===== config.mk =====
export PLATFORM = sky130hd
export DESIGN_NAME = stock_span_monotonic_stack_flat
export DESIGN_NICKNAME = d
export VERILOG_FILES = /design/src/sv/ssms_pkg.sv /design/src/sv/ssms_req_if.sv /design/src/sv/ssms_rsp_if.sv /design/src/sv/stock_span_monotonic_stack.sv /design/src/sv/ssms_cell.sv /design/src/flat_wrapper.sv
export VERILOG_INCLUDE_DIRS = /design/src /design/src/sv
export SDC_FILE = /design/constraint.sdc
export NUM_CORES = 2
export LEC_CHECK = 0
export BUFFER_PORTS_ARGS = -buffer_cell sky130_fd_sc_hd__buf_2
export CAP_MARGIN = 20
export CORE_ASPECT_RATIO = 0.8
export CORE_MARGIN = 5
export CORE_UTILIZATION = 40
export CTS_BUF_LIST = sky130_fd_sc_hd__clkbuf_4 sky130_fd_sc_hd__clkbuf_8 sky130_fd_sc_hd__clkbuf_16
export CTS_CLUSTER_DIAMETER = 40
export DETAILED_ROUTE_END_ITERATION = 10
export GPL_ROUTABILITY_DRIVEN = 0
export GPL_TIMING_DRIVEN = 0
export SLEW_MARGIN = 25
export SYNTH_ARGS = -nofsm -noshare
export SYNTH_HDL_FRONTEND = slang
export SYNTH_SLANG_ARGS = --single-unit

===== constraint.sdc =====
create_clock -name clock -period 358.7 [get_ports clock]
set_input_delay 71.74 -clock clock [delete_from_list [all_inputs] [get_ports clock]]
set_output_delay 71.74 -clock clock [all_outputs]
set_load 0.005 [all_outputs]

===== src/sv/stock_span_monotonic_stack_assert.svh =====
// assertion macros for the stock span block
`ifndef STOCK_SPAN_MONOTONIC_STACK_ASSERT_SVH
`define STOCK_SPAN_MONOTONIC_STACK_ASSERT_SVH

// condition a implies condition b in the same cycle
`define SSMS_ASSERT_SAME(label, clk, rst, a, b) \
   label: assert property (@(posedge clk) disable iff (rst) (a) |-> (b)) \
      else $error("stock span check failed");

// condition a implies condition b in the next cycle
`define SSMS_ASSERT_NEXT(label, clk, rst, a, b) \
   label: assert property (@(posedge clk) disable iff (rst) (a) |=> (b)) \
      else $error("stock span check failed");

`endif


===== src/sv/ssms_pkg.sv =====
package ssms_pkg;

   localparam int PRICE_PORT_WIDTH = 16;
   localparam int SPAN_WIDTH       = 16;

   typedef logic [SPAN_WIDTH-1:0] span_type;

   typedef enum logic [1:0] {
      ST_IDLE = 2'b01,
      ST_WORK = 2'b10
   } state_type;

   typedef struct packed {
      logic shift_up;
      logic shift_down;
   } cell_ctrl_type;

endpackage


===== src/sv/ssms_req_if.sv =====
interface ssms_req_if;
   logic                                   valid;
   logic                                   ready;
   logic [ssms_pkg::PRICE_PORT_WIDTH-1:0]  price;
   logic                                   first;

   modport source (output valid, output price, output first, input ready);
   modport sink (input valid, input price, input first, output ready);
endinterface


===== src/sv/ssms_rsp_if.sv =====
interface ssms_rsp_if;
   logic                   valid;
   logic                   ready;
   ssms_pkg::span_type     span;
   logic                   inexact;

   modport source (output valid, output span, output inexact, input ready);
   modport sink (input valid, input span, input inexact, output ready);
endinterface


===== src/sv/stock_span_monotonic_stack.sv =====
// Stock span engine. Each req beat carries a price and a first flag; each rsp beat returns
// the span (today plus the preceding run priced at or below today, saturating at 65535)
// and an inexact flag that marks a span reaching past an entry lost off a full stack.
// The stack is a row of STACK_DEPTH shift cells with the top entry in cell 0; only the
// top cell is compared. An item is handled in steps: the beat is taken, then entries
// are popped one per cycle through the top cell, then the item is pushed. Every entry
// is pushed once and popped at most once. The result sits in an output register, so
// the next beat is taken while it waits; a push waits only while that register is
// still occupied.
module stock_span_monotonic_stack #(
   parameter int STACK_DEPTH = 64,
   parameter int PRICE_WIDTH = 16
) (
   input  logic        clock,
   input  logic        reset,
   ssms_req_if.sink    req_bus,
   ssms_rsp_if.source  rsp_bus
);

   `include "stock_span_monotonic_stack_assert.svh"

   localparam int FILL_WIDTH = $clog2(STACK_DEPTH + 1);
   localparam int SW         = ssms_pkg::SPAN_WIDTH;

   ssms_pkg::state_type      state_ff, state_in;
   logic [FILL_WIDTH-1:0]    fill_ff, fill_in;
   logic                     dropped_ff, dropped_in;
   logic [PRICE_WIDTH-1:0]   price_ff, price_in;
   ssms_pkg::span_type       days_ff, days_in;
   logic                     rsp_valid_ff, rsp_valid_in;
   ssms_pkg::span_type       span_ff, span_in;
   logic                     inexact_ff, inexact_in;

   logic [PRICE_WIDTH-1:0]   req_price;
   logic                     req_take;
   logic                     out_free;
   logic                     pop;
   logic                     push;
   logic                     full;
   logic [SW:0]              sum;
   ssms_pkg::cell_ctrl_type  ctrl;

   logic [PRICE_WIDTH-1:0]   cell_price [STACK_DEPTH];
   ssms_pkg::span_type       cell_count [STACK_DEPTH];

   generate
      if (PRICE_WIDTH <= ssms_pkg::PRICE_PORT_WIDTH) begin : g_price_narrow
         assign req_price = req_bus.price[PRICE_WIDTH-1:0];
      end else begin : g_price_wide
         assign req_price = {{(PRICE_WIDTH - ssms_pkg::PRICE_PORT_WIDTH){1'b0}},
                             req_bus.price};
      end
   endgenerate

   assign req_bus.ready = (state_ff == ssms_pkg::ST_IDLE);
   assign req_take      = req_bus.valid && req_bus.ready;
   assign out_free      = !rsp_valid_ff || rsp_bus.ready;
   assign full          = (fill_ff == FILL_WIDTH'(STACK_DEPTH));
   assign pop           = (state_ff == ssms_pkg::ST_WORK) && (fill_ff != '0)
                          && (cell_price[0] <= price_ff);
   assign push          = (state_ff == ssms_pkg::ST_WORK) && !pop && out_free;
   assign sum           = {1'b0, days_ff} + {1'b0, cell_count[0]};

   assign ctrl.shift_up   = pop;
   assign ctrl.shift_down = push;

   // row of stack cells, top in cell 0
   generate
      for (genvar i = 0; i < STACK_DEPTH; i++) begin : g_cell
         logic [PRICE_WIDTH-1:0] above_price, below_price;
         ssms_pkg::span_type     above_count, below_count;

         if (i == 0) begin : g_top
            assign above_price = price_ff;
            assign above_count = days_ff;
         end else begin : g_mid
            assign above_price = cell_price[i-1];
            assign above_count = cell_count[i-1];
         end

         if (i == STACK_DEPTH - 1) begin : g_bottom
            assign below_price = cell_price[i];
            assign below_count = cell_count[i];
         end else begin : g_up
            assign below_price = cell_price[i+1];
            assign below_count = cell_count[i+1];
         end

         ssms_cell #(
            .PRICE_WIDTH (PRICE_WIDTH)
         ) u_cell (
            .clock       (clock),
            .ctrl        (ctrl),
            .above_price (above_price),
            .above_count (above_count),
            .below_price (below_price),
            .below_count (below_count),
            .price       (cell_price[i]),
            .count       (cell_count[i])
         );
      end
   endgenerate

   always_comb begin
      state_in     = state_ff;
      fill_in      = fill_ff;
      dropped_in   = dropped_ff;
      price_in     = price_ff;
      days_in      = days_ff;
      rsp_valid_in = rsp_valid_ff;
      span_in      = span_ff;
      inexact_in   = inexact_ff;

      if (rsp_valid_ff && rsp_bus.ready) begin
         rsp_valid_in = 1'b0;
      end

      case (state_ff)
         ssms_pkg::ST_IDLE: begin
            if (req_take) begin
               price_in = req_price;
               days_in  = SW'(1);
               state_in = ssms_pkg::ST_WORK;
               if (req_bus.first) begin
                  fill_in    = '0;
                  dropped_in = 1'b0;
               end
            end
         end
         ssms_pkg::ST_WORK: begin
            if (pop) begin
               days_in = sum[SW] ? '1 : sum[SW-1:0];
               fill_in = fill_ff - FILL_WIDTH'(1);
            end else if (push) begin
               // drop the bottom entry when the row is full
               if (full) begin
                  dropped_in = 1'b1;
               end else begin
                  fill_in = fill_ff + FILL_WIDTH'(1);
               end
               rsp_valid_in = 1'b1;
               span_in      = days_ff;
               inexact_in   = (fill_ff == '0) && dropped_ff;
               state_in     = ssms_pkg::ST_IDLE;
            end
         end
         default: begin
            state_in = ssms_pkg::ST_IDLE;
         end
      endcase
   end

   always_ff @(posedge clock) begin
      if (reset) begin
         state_ff     <= ssms_pkg::ST_IDLE;
         fill_ff      <= '0;
         dropped_ff   <= 1'b0;
         rsp_valid_ff <= 1'b0;
      end else begin
         state_ff     <= state_in;
         fill_ff      <= fill_in;
         dropped_ff   <= dropped_in;
         rsp_valid_ff <= rsp_valid_in;
      end
   end

   always_ff @(posedge clock) begin
      price_ff   <= price_in;
      days_ff    <= days_in;
      span_ff    <= span_in;
      inexact_ff <= inexact_in;
   end

   assign rsp_bus.valid   = rsp_valid_ff;
   assign rsp_bus.span    = span_ff;
   assign rsp_bus.inexact = inexact_ff;

   `SSMS_ASSERT_SAME(a_fill_bound, clock, reset, 1'b1, fill_ff <= FILL_WIDTH'(STACK_DEPTH))
   `SSMS_ASSERT_NEXT(a_take_starts_work, clock, reset, req_take, state_ff == ssms_pkg::ST_WORK)
   `SSMS_ASSERT_NEXT(a_pop_shrinks, clock, reset, pop, fill_ff == $past(fill_ff) - FILL_WIDTH'(1))
   `SSMS_ASSERT_NEXT(a_full_push_drops, clock, reset, push && full, dropped_ff && rsp_valid_ff)

endmodule


===== src/sv/ssms_cell.sv =====
module ssms_cell #(
   parameter int PRICE_WIDTH = 16
) (
   input  logic                          clock,
   input  ssms_pkg::cell_ctrl_type       ctrl,
   input  logic [PRICE_WIDTH-1:0]        above_price,
   input  ssms_pkg::span_type            above_count,
   input  logic [PRICE_WIDTH-1:0]        below_price,
   input  ssms_pkg::span_type            below_count,
   output logic [PRICE_WIDTH-1:0]        price,
   output ssms_pkg::span_type            count
);

   logic [PRICE_WIDTH-1:0] price_ff, price_in;
   ssms_pkg::span_type     count_ff, count_in;

   always_comb begin
      price_in = price_ff;
      count_in = count_ff;
      if (ctrl.shift_down) begin
         price_in = above_price;
         count_in = above_count;
      end else if (ctrl.shift_up) begin
         price_in = below_price;
         count_in = below_count;
      end
   end

   always_ff @(posedge clock) begin
      price_ff <= price_in;
      count_ff <= count_in;
   end

   assign price = price_ff;
   assign count = count_ff;

endmodule


===== src/flat_wrapper.sv =====
// flat-port wrapper written by rule: the top's interface ports become plain ports
module stock_span_monotonic_stack_flat 
#(
   parameter int STACK_DEPTH = 64,
   parameter int PRICE_WIDTH = 16
)
  (clock, reset, req_bus_valid, req_bus_price, req_bus_first, req_bus_ready, rsp_bus_valid, rsp_bus_span, rsp_bus_inexact, rsp_bus_ready);
  ssms_req_if req_bus_i ();
  ssms_rsp_if rsp_bus_i ();
  input  logic clock;
  input  logic reset;
  input wire logic [$bits(req_bus_i.valid)-1:0] req_bus_valid;
  input wire logic [$bits(req_bus_i.price)-1:0] req_bus_price;
  input wire logic [$bits(req_bus_i.first)-1:0] req_bus_first;
  output wire logic [$bits(req_bus_i.ready)-1:0] req_bus_ready;
  output wire logic [$bits(rsp_bus_i.valid)-1:0] rsp_bus_valid;
  output wire logic [$bits(rsp_bus_i.span)-1:0] rsp_bus_span;
  output wire logic [$bits(rsp_bus_i.inexact)-1:0] rsp_bus_inexact;
  input wire logic [$bits(rsp_bus_i.ready)-1:0] rsp_bus_ready;
  assign req_bus_i.valid = req_bus_valid;
  assign req_bus_i.price = req_bus_price;
  assign req_bus_i.first = req_bus_first;
  assign req_bus_ready = req_bus_i.ready;
  assign rsp_bus_valid = rsp_bus_i.valid;
  assign rsp_bus_span = rsp_bus_i.span;
  assign rsp_bus_inexact = rsp_bus_i.inexact;
  assign rsp_bus_i.ready = rsp_bus_ready;
  stock_span_monotonic_stack #(.STACK_DEPTH(STACK_DEPTH), .PRICE_WIDTH(PRICE_WIDTH)) u_core (.clock(clock), .reset(reset), .req_bus(req_bus_i), .rsp_bus(rsp_bus_i));
endmodule

==> Word level (Yosys, flattened, before mapping) <==
Index checks and enable logic that the tools add are counted.
{ "word_totals": {"inputBits": 21, "word_cells": 448, "regBits": 2108} }
{ "op_classes": {"bitwise": 1, "n_addsub": 3, "n_reduce_logical": 20, "eq_ne": 11, "mux": 276, "n_lt_le_gt_ge": 1} }
{ "op_table": {"columns": ["operator", "count"], "rows": [
  ["$mux W16", 255],
  ["$mux W7", 5],
  ["$pmux W16 S2", 1],
  ["$add A16 B16 Y17", 1],
  ["$le A16 B16 Y1", 1],
  ["$pmux W7 S2", 1],
  ["$mux W1", 9],
  ["$reduce_and A3 Y1", 3],
  ["$add A7 B1 Y7 const B", 1],
  ["$eq A7 B7 Y1 const B", 1],
  ["$logic_and A1 B1 Y1", 7],
  ["$logic_not A7 Y1", 1],
  ["$reduce_bool A7 Y1", 1],
  ["$sub A7 B1 Y7 const B", 1],
  ["$mux W2", 3],
  ["$ne A2 B1 Y1 const B", 3],
  ["$ne A2 B2 Y1 const B", 3],
  ["$reduce_and A6 Y1", 1],
  ["$reduce_and A5 Y1", 1],
  ["$pmux W2 S2", 1],
  ["$reduce_bool A2 Y1", 2],
  ["$ne A3 B1 Y1 const B", 1],
  ["$ne A3 B2 Y1 const B", 1],
  ["$eq A2 B1 Y1 const B", 1],
  ["other kinds (6)", 7]
]} }

==> Depth between registers and ports, before layout <==
{ "logic_depth": {"ltp_word": 9, "mapped_depth": 15, "ltp_nobuf": 15} }

==> Hierarchy <==
From an unflattened synthesis, not the netlist that was laid out.
{ "hier_totals": {"cells_unflattened": 4724, "area_unflattened_um2": 99939.6} }
{ "modules_own_cells": {"columns": ["mod", "instances", "seq_area_each_um2", "area_each_um2", "cells_per_inst"], "rows": [
  ["ssms_cell", 64, 960.9, 1507.7, 69],
  ["stock_span_monotonic_stack", 1, 1691.6, 3447.1, 308]
]} }

==> Worst setup path after synthesis <==
OpenSTA, ideal clock, no wires.
{ "synth_timing": {"path_type": "input to register", "startpoint": "input rsp_bus_ready", "endpoint": "register u_core.g_cell[0].u_cell.count_ff[0] (enable)", "stages": 3, "setup_time_ps": 5099, "n_path_buf": 1, "required_time_ps": 353601, "slack_ps": 185303, "arrival_ps": 168298, "cell_sequence": "nor2b_1 -> clkbuf_1 -> a21oi_1"} }
{ "synth_between": {"elab_chain_cells": 3} }
{ "synth_lines": {"columns": ["item", "line", "source"], "rows": [
  ["start, declared", "flat_wrapper.sv:19", "input wire logic [$bits(rsp_bus_i.ready)-1:0] rsp_bus_ready;"],
  ["$logic_or A1 B1 Y1", "stock_span_monotonic_stack.sv:57", "assign out_free = !rsp_valid_ff || rsp_bus.ready;"],
  ["$logic_and A1 B1 Y1", "stock_span_monotonic_stack.sv:61", "assign push = (state_ff == ssms_pkg::ST_WORK) && !pop && out_free;"],
  ["$reduce_bool A2 Y1 (no line)", null, null],
  ["end signal, assigned", "ssms_cell.sv:31", "count_ff <= count_in;"],
  ["end, declared", "ssms_cell.sv:15", "ssms_pkg::span_type count_ff, count_in;"]
]} }
Every way passes these cells.
A chain may end at the register's enable or synchronous reset.

==> Final worst setup path <==
{ "layout_timing": {"startpoint": "input rsp_bus_ready", "endpoint": "register u_core.g_cell[53].u_cell.price_ff[8] (enable)"} }
{ "layout_between": {"elab_chain_cells": 3} }
{ "layout_lines": {"columns": ["item", "line", "source"], "rows": [
  ["$logic_or A1 B1 Y1", "stock_span_monotonic_stack.sv:57", null],
  ["$logic_and A1 B1 Y1", "stock_span_monotonic_stack.sv:61", null],
  ["$reduce_bool A2 Y1 (no line)", null, null],
  ["end signal, assigned", "ssms_cell.sv:30", "price_ff <= price_in;"],
  ["end, declared", "ssms_cell.sv:14", "logic [PRICE_WIDTH-1:0] price_ff, price_in;"]
]} }
Every way passes these cells.

==> metrics.md <==
| Metric | Value |
|---|---|
| Grt total ovfl | 0 |
| Total GRT Usage | 12.9% |
| Setup violations, final | 0 |
| Synth Flop Type | edfxtp_1 |
| DP Area | slightly below 100000 um2 |
| Critical Path AT | approximately 76000 ps |
| Layout cells sized above 1 | between 30% and 40% |
| Vias in the first global route | 44000 |
| Final period util | 21.0% |
| Clock root cell | clkbuf_16 |
| Largest net degree at the start of global routing | between 40 and 50 |
| Top-area cell type share of the netlist area | between 70% and 80% |
| CP max FO | 23 |
| Pwr per Cell Area | between 6 and 7 nW/um2 |
| Final instance area | between 100000 and 150000 um2 |
| Port Buf Inserts | 39 |
| Lkg Pwr | around 0.034 uW |
| Tightest Hold Check Type | reg -> reg |
| Measured slew at the worst slew-check pin | 951 ps |
| Total negative slack | 0 ps |
| Die W | between 500 and 600 um |
| Crit path capture type | flip-flop |
| Die Footprint | between 200000 and 250000 um2 |
| Crit path buf inv count | 22 |
| Critical path cell sequence | buf_2 -> nor2b_1 -> clkbuf_1 -> a21oi_4 -> buf_16 -> buf_16 -> buf_16 -> buf_16 -> buf_16 -> buf_16 -> buf_16 -> buf_16 -> buf_16 -> buf_16 -> buf_8 -> buf_8 -> buf_16 -> buf_16 -> buf_16 -> buf_16 -> buf_16 -> buf_8 -> buf_16 -> buf_16 |
| Vias | around 41000 |
| Status | completed |
| Kind of critical path | in -> reg |
| CTS Sinks | 2108 |
| Register clock-pin slew on the reported worst setup and hold paths | around 60 ps |
| Worst vdd ir | 4.08 uV |
| I/O pins | 40 |
| Final std cells w/o fill | slightly above 8000 |
| Max-slew violation count | 0 |
| Main area contributors after synthesis | edfxtp_1 (70%), mux2_2 (13%), mux2_1 (13%) |
| Fmax achieved | roughly 13 MHz |
| Dpl cells | slightly below 8000 |
| Worst Setup Slack, final | between 200000 and 300000 ps |
| Cts repair resizes | 0 |
| Initial DRT Pass Iterations | 5 |
| Crit path from | rsp_bus_ready |
| Initial antenna violation count | 8 |
| Post-synthesis sequential area ratio | a little over two thirds |
| Htree depth | 4 |
| CP top delay family | buffers and inverters |
| Clk_skew | 50.8 ps |
| Synth Warn # | 0 |
| Worst path depth | 24 |
| Die Y | about 430 um |
| Synth area leader | edfxtp_1 |
| Net count after synthesis | 4674 |
| Most frequent cells after synthesis | edfxtp_1 (2097), mux2_2 (1016), mux2_1 (1000) |
| Synth unique cells | 53 |
| Routed len/inst | between 15 and 20 um |
| Post-synth ARST share | 0% |
| Post-synth EDFFs | between 2000 and 2500 |
| Initial Util | about two fifths |
| Max Cap Viol | 0 |
| Yosys reg bits | between 2000 and 2500 |
| Number of nets in the layout | around 5000 |
| CTS Buf Count | 234 |
| Hold buffer count at CTS | 0 |
| Reg-to-reg endpoint | u_core.g_cell[53].u_cell.price[8] |
| Final antenna-violating net count | 0 |
| Vias/cell | ~5 |
| Mean Syn Cell Area | between 15 and 20 um2 |
| Post-CTS setup buffer count | 0 |
| Post-Route WL | 155 mm |
| 1st-iter DRT viols | roughly 2800 |
| Crit-path max cell delay | 360 ps |
| Relative slew margins | 36.5% |
| Worst EP required | 359250 ps |
| Critical R2R Launch | u_core.g_cell[0].above_price[15] |
| Utilization after layout | 46.7% |
| CORE AREA | approximately 220000 um2 |
| Cell mode on critical path | buf_16 |
| Row count | around 160 |
| Period minus WS final | ~76000 ps |
| Crit path capture | u_core.g_cell[53].u_cell.price[8] |
| Worst R2R Setup Slack | roughly 350000 ps |
| Critical-path top delay cell | a21oi_4 |
| Clock latency on the worst-skew pair | 840 ps |
| Remaining DRCs | 0 |
| Post-DP HPWL | roughly 110 mm |
| Clock Path Buffers | 4 |
| RSZ-0062 raised after global routing | false |
| Hold depth | 0 |
| Reg2reg path depth | 28 |
| Mapped cell area | ~90000 um2 |
| Final-report hold violation count | 0 |
| TritonCTS clock tree | done |
| First-pass GRT wire length | between 200 and 250 mm |
| Count leader, synth | edfxtp_1 |
| Syn Inst Count | approximately 4600 |
| Area Growth Syn to Fin | 16.2% |
| Type of origin of the critical path | primary input |
| Pre-CTS setup slack | about 280000 ps |
==> how the worst min path moves through the flow <==
stage / from / endpoint / slack (ps)
2_1_floorplan: u_core.g_cell[62].u_cell.count[0] / u_core.g_cell[63].u_cell.count[0] / 420
3_5_place_dp: u_core.g_cell[62].u_cell.count[8] / u_core.g_cell[63].u_cell.count[8] / 430
4_1_cts: u_core.g_cell[62].u_cell.price[2] / u_core.g_cell[63].u_cell.price[2] / 450
5_1_grt: u_core.g_cell[62].u_cell.price[2] / u_core.g_cell[63].u_cell.price[2] / 460
3_3_place_gp: u_core.g_cell[62].u_cell.count[12] / u_core.g_cell[63].u_cell.count[12] / 430
6_report: u_core.g_cell[62].u_cell.price[2] / u_core.g_cell[63].u_cell.price[2] / 440
==> cell usage in the layout (no fill, tap or decap), types with 4 or more instances in the layout <==
cell,Yosys,routed
clkbuf_1,6,6
dfxtp_1,11,11
clkinv_4,0,8
nand2_1,19,19
mux2_2,1016,1016
bufinv_16,0,16
o21ai_0,12,12
xor2_1,11,11
buf_2,113,151
o21a_1,6,6
a21oi_1,39,38
nor3_1,4,4
clkinv_1,0,47
nand4_1,6,6
clkinv_2,0,27
inv_1,29,29
buf_6,111,113
clkinvlp_4,0,14
clkbuf_4,0,39
a211oi_1,6,5
buf_8,0,11
a21o_1,4,4
mux2_1,1000,1000
clkbuf_16,0,236
inv_6,0,23
mux2i_1,6,6
buf_16,0,103
nor2_1,25,25
inv_8,0,8
edfxtp_1,2097,2097
ha_1,39,39
==> per-layer routing <==
metal,vias to the layer above,wire (um),GRT usage (%)
met5,-,0,0
met4,0,3030,3.17
met3,238,6360,2.25
met2,597,68000,19.6
met1,21100,77800,19.4
li1,19100,-,-
==> stage by stage <==
step / power (uW) / hold slack [ps]
CTS: 648 / 449
global placement: 552 / 428
finish: 639 / 443
global route: 667 / 460
floorplan: 490 / 422
detailed placement: 413 / 432
==> layout make-up <==
class | count | area (um2)
clock buffers | 275 | 6200
diodes | 1 | 2.50
flip-flops and latches | 2108 | 63200
fillers | 18600 | 119000
plain buffers | 230 | 1840
inverters | 30 | 113
well taps | 2983 | 3730
clock inverters | 144 | 1290
multi-input cells | 2244 | 24400
repair buffers | 155 | 3220
==> flip-flops by register name (all words and copies together), names as in the netlist <==
register,count
u_core.g_cell.u_cell.count,1024
u_core.g_cell.u_cell.price,1024
u_core.g_cell.above_price,16
u_core.fill_ff,7
u_core.rsp_bus.inexact,1
u_core.state_ff,2
u_core.rsp_bus.span,16
u_core.dropped_ff,1
u_core.days_ff,16
u_core.rsp_bus.valid,1
==> where the power goes <==
| group | leakage (uW) | internal, uW | total [uW] | switching, uW |
|---|---|---|---|---|
| sequential | 0.0191 | 305 | 317 | 11.3 |
| combinational | 0.0112 | 45.6 | 89.7 | 44.2 |
| clock | 0.00369 | 136 | 233 | 97.3 |
| total | 0.0339 | 486 | 639 | 153 |
==> cells by family (layout without fill, tap and decap cells) <==
logic type | count (synthesis) | count (layout) | share of synthesized area, %
AOI/OAI and AO/OA | 88 | 88 | 0.632
other | 0 | 1 | 0
DFF | 2108 | 2108 | 70.6
and+or+nand+nor | 79 | 79 | 0.436
adders and majority gates | 41 | 41 | 0.590
muxes | 2022 | 2022 | 25.4
xor gates and xnor gates | 14 | 14 | 0.137
buffers and inverters | 260 | 834 | 2.18
(Power assumes the default switching activity.)
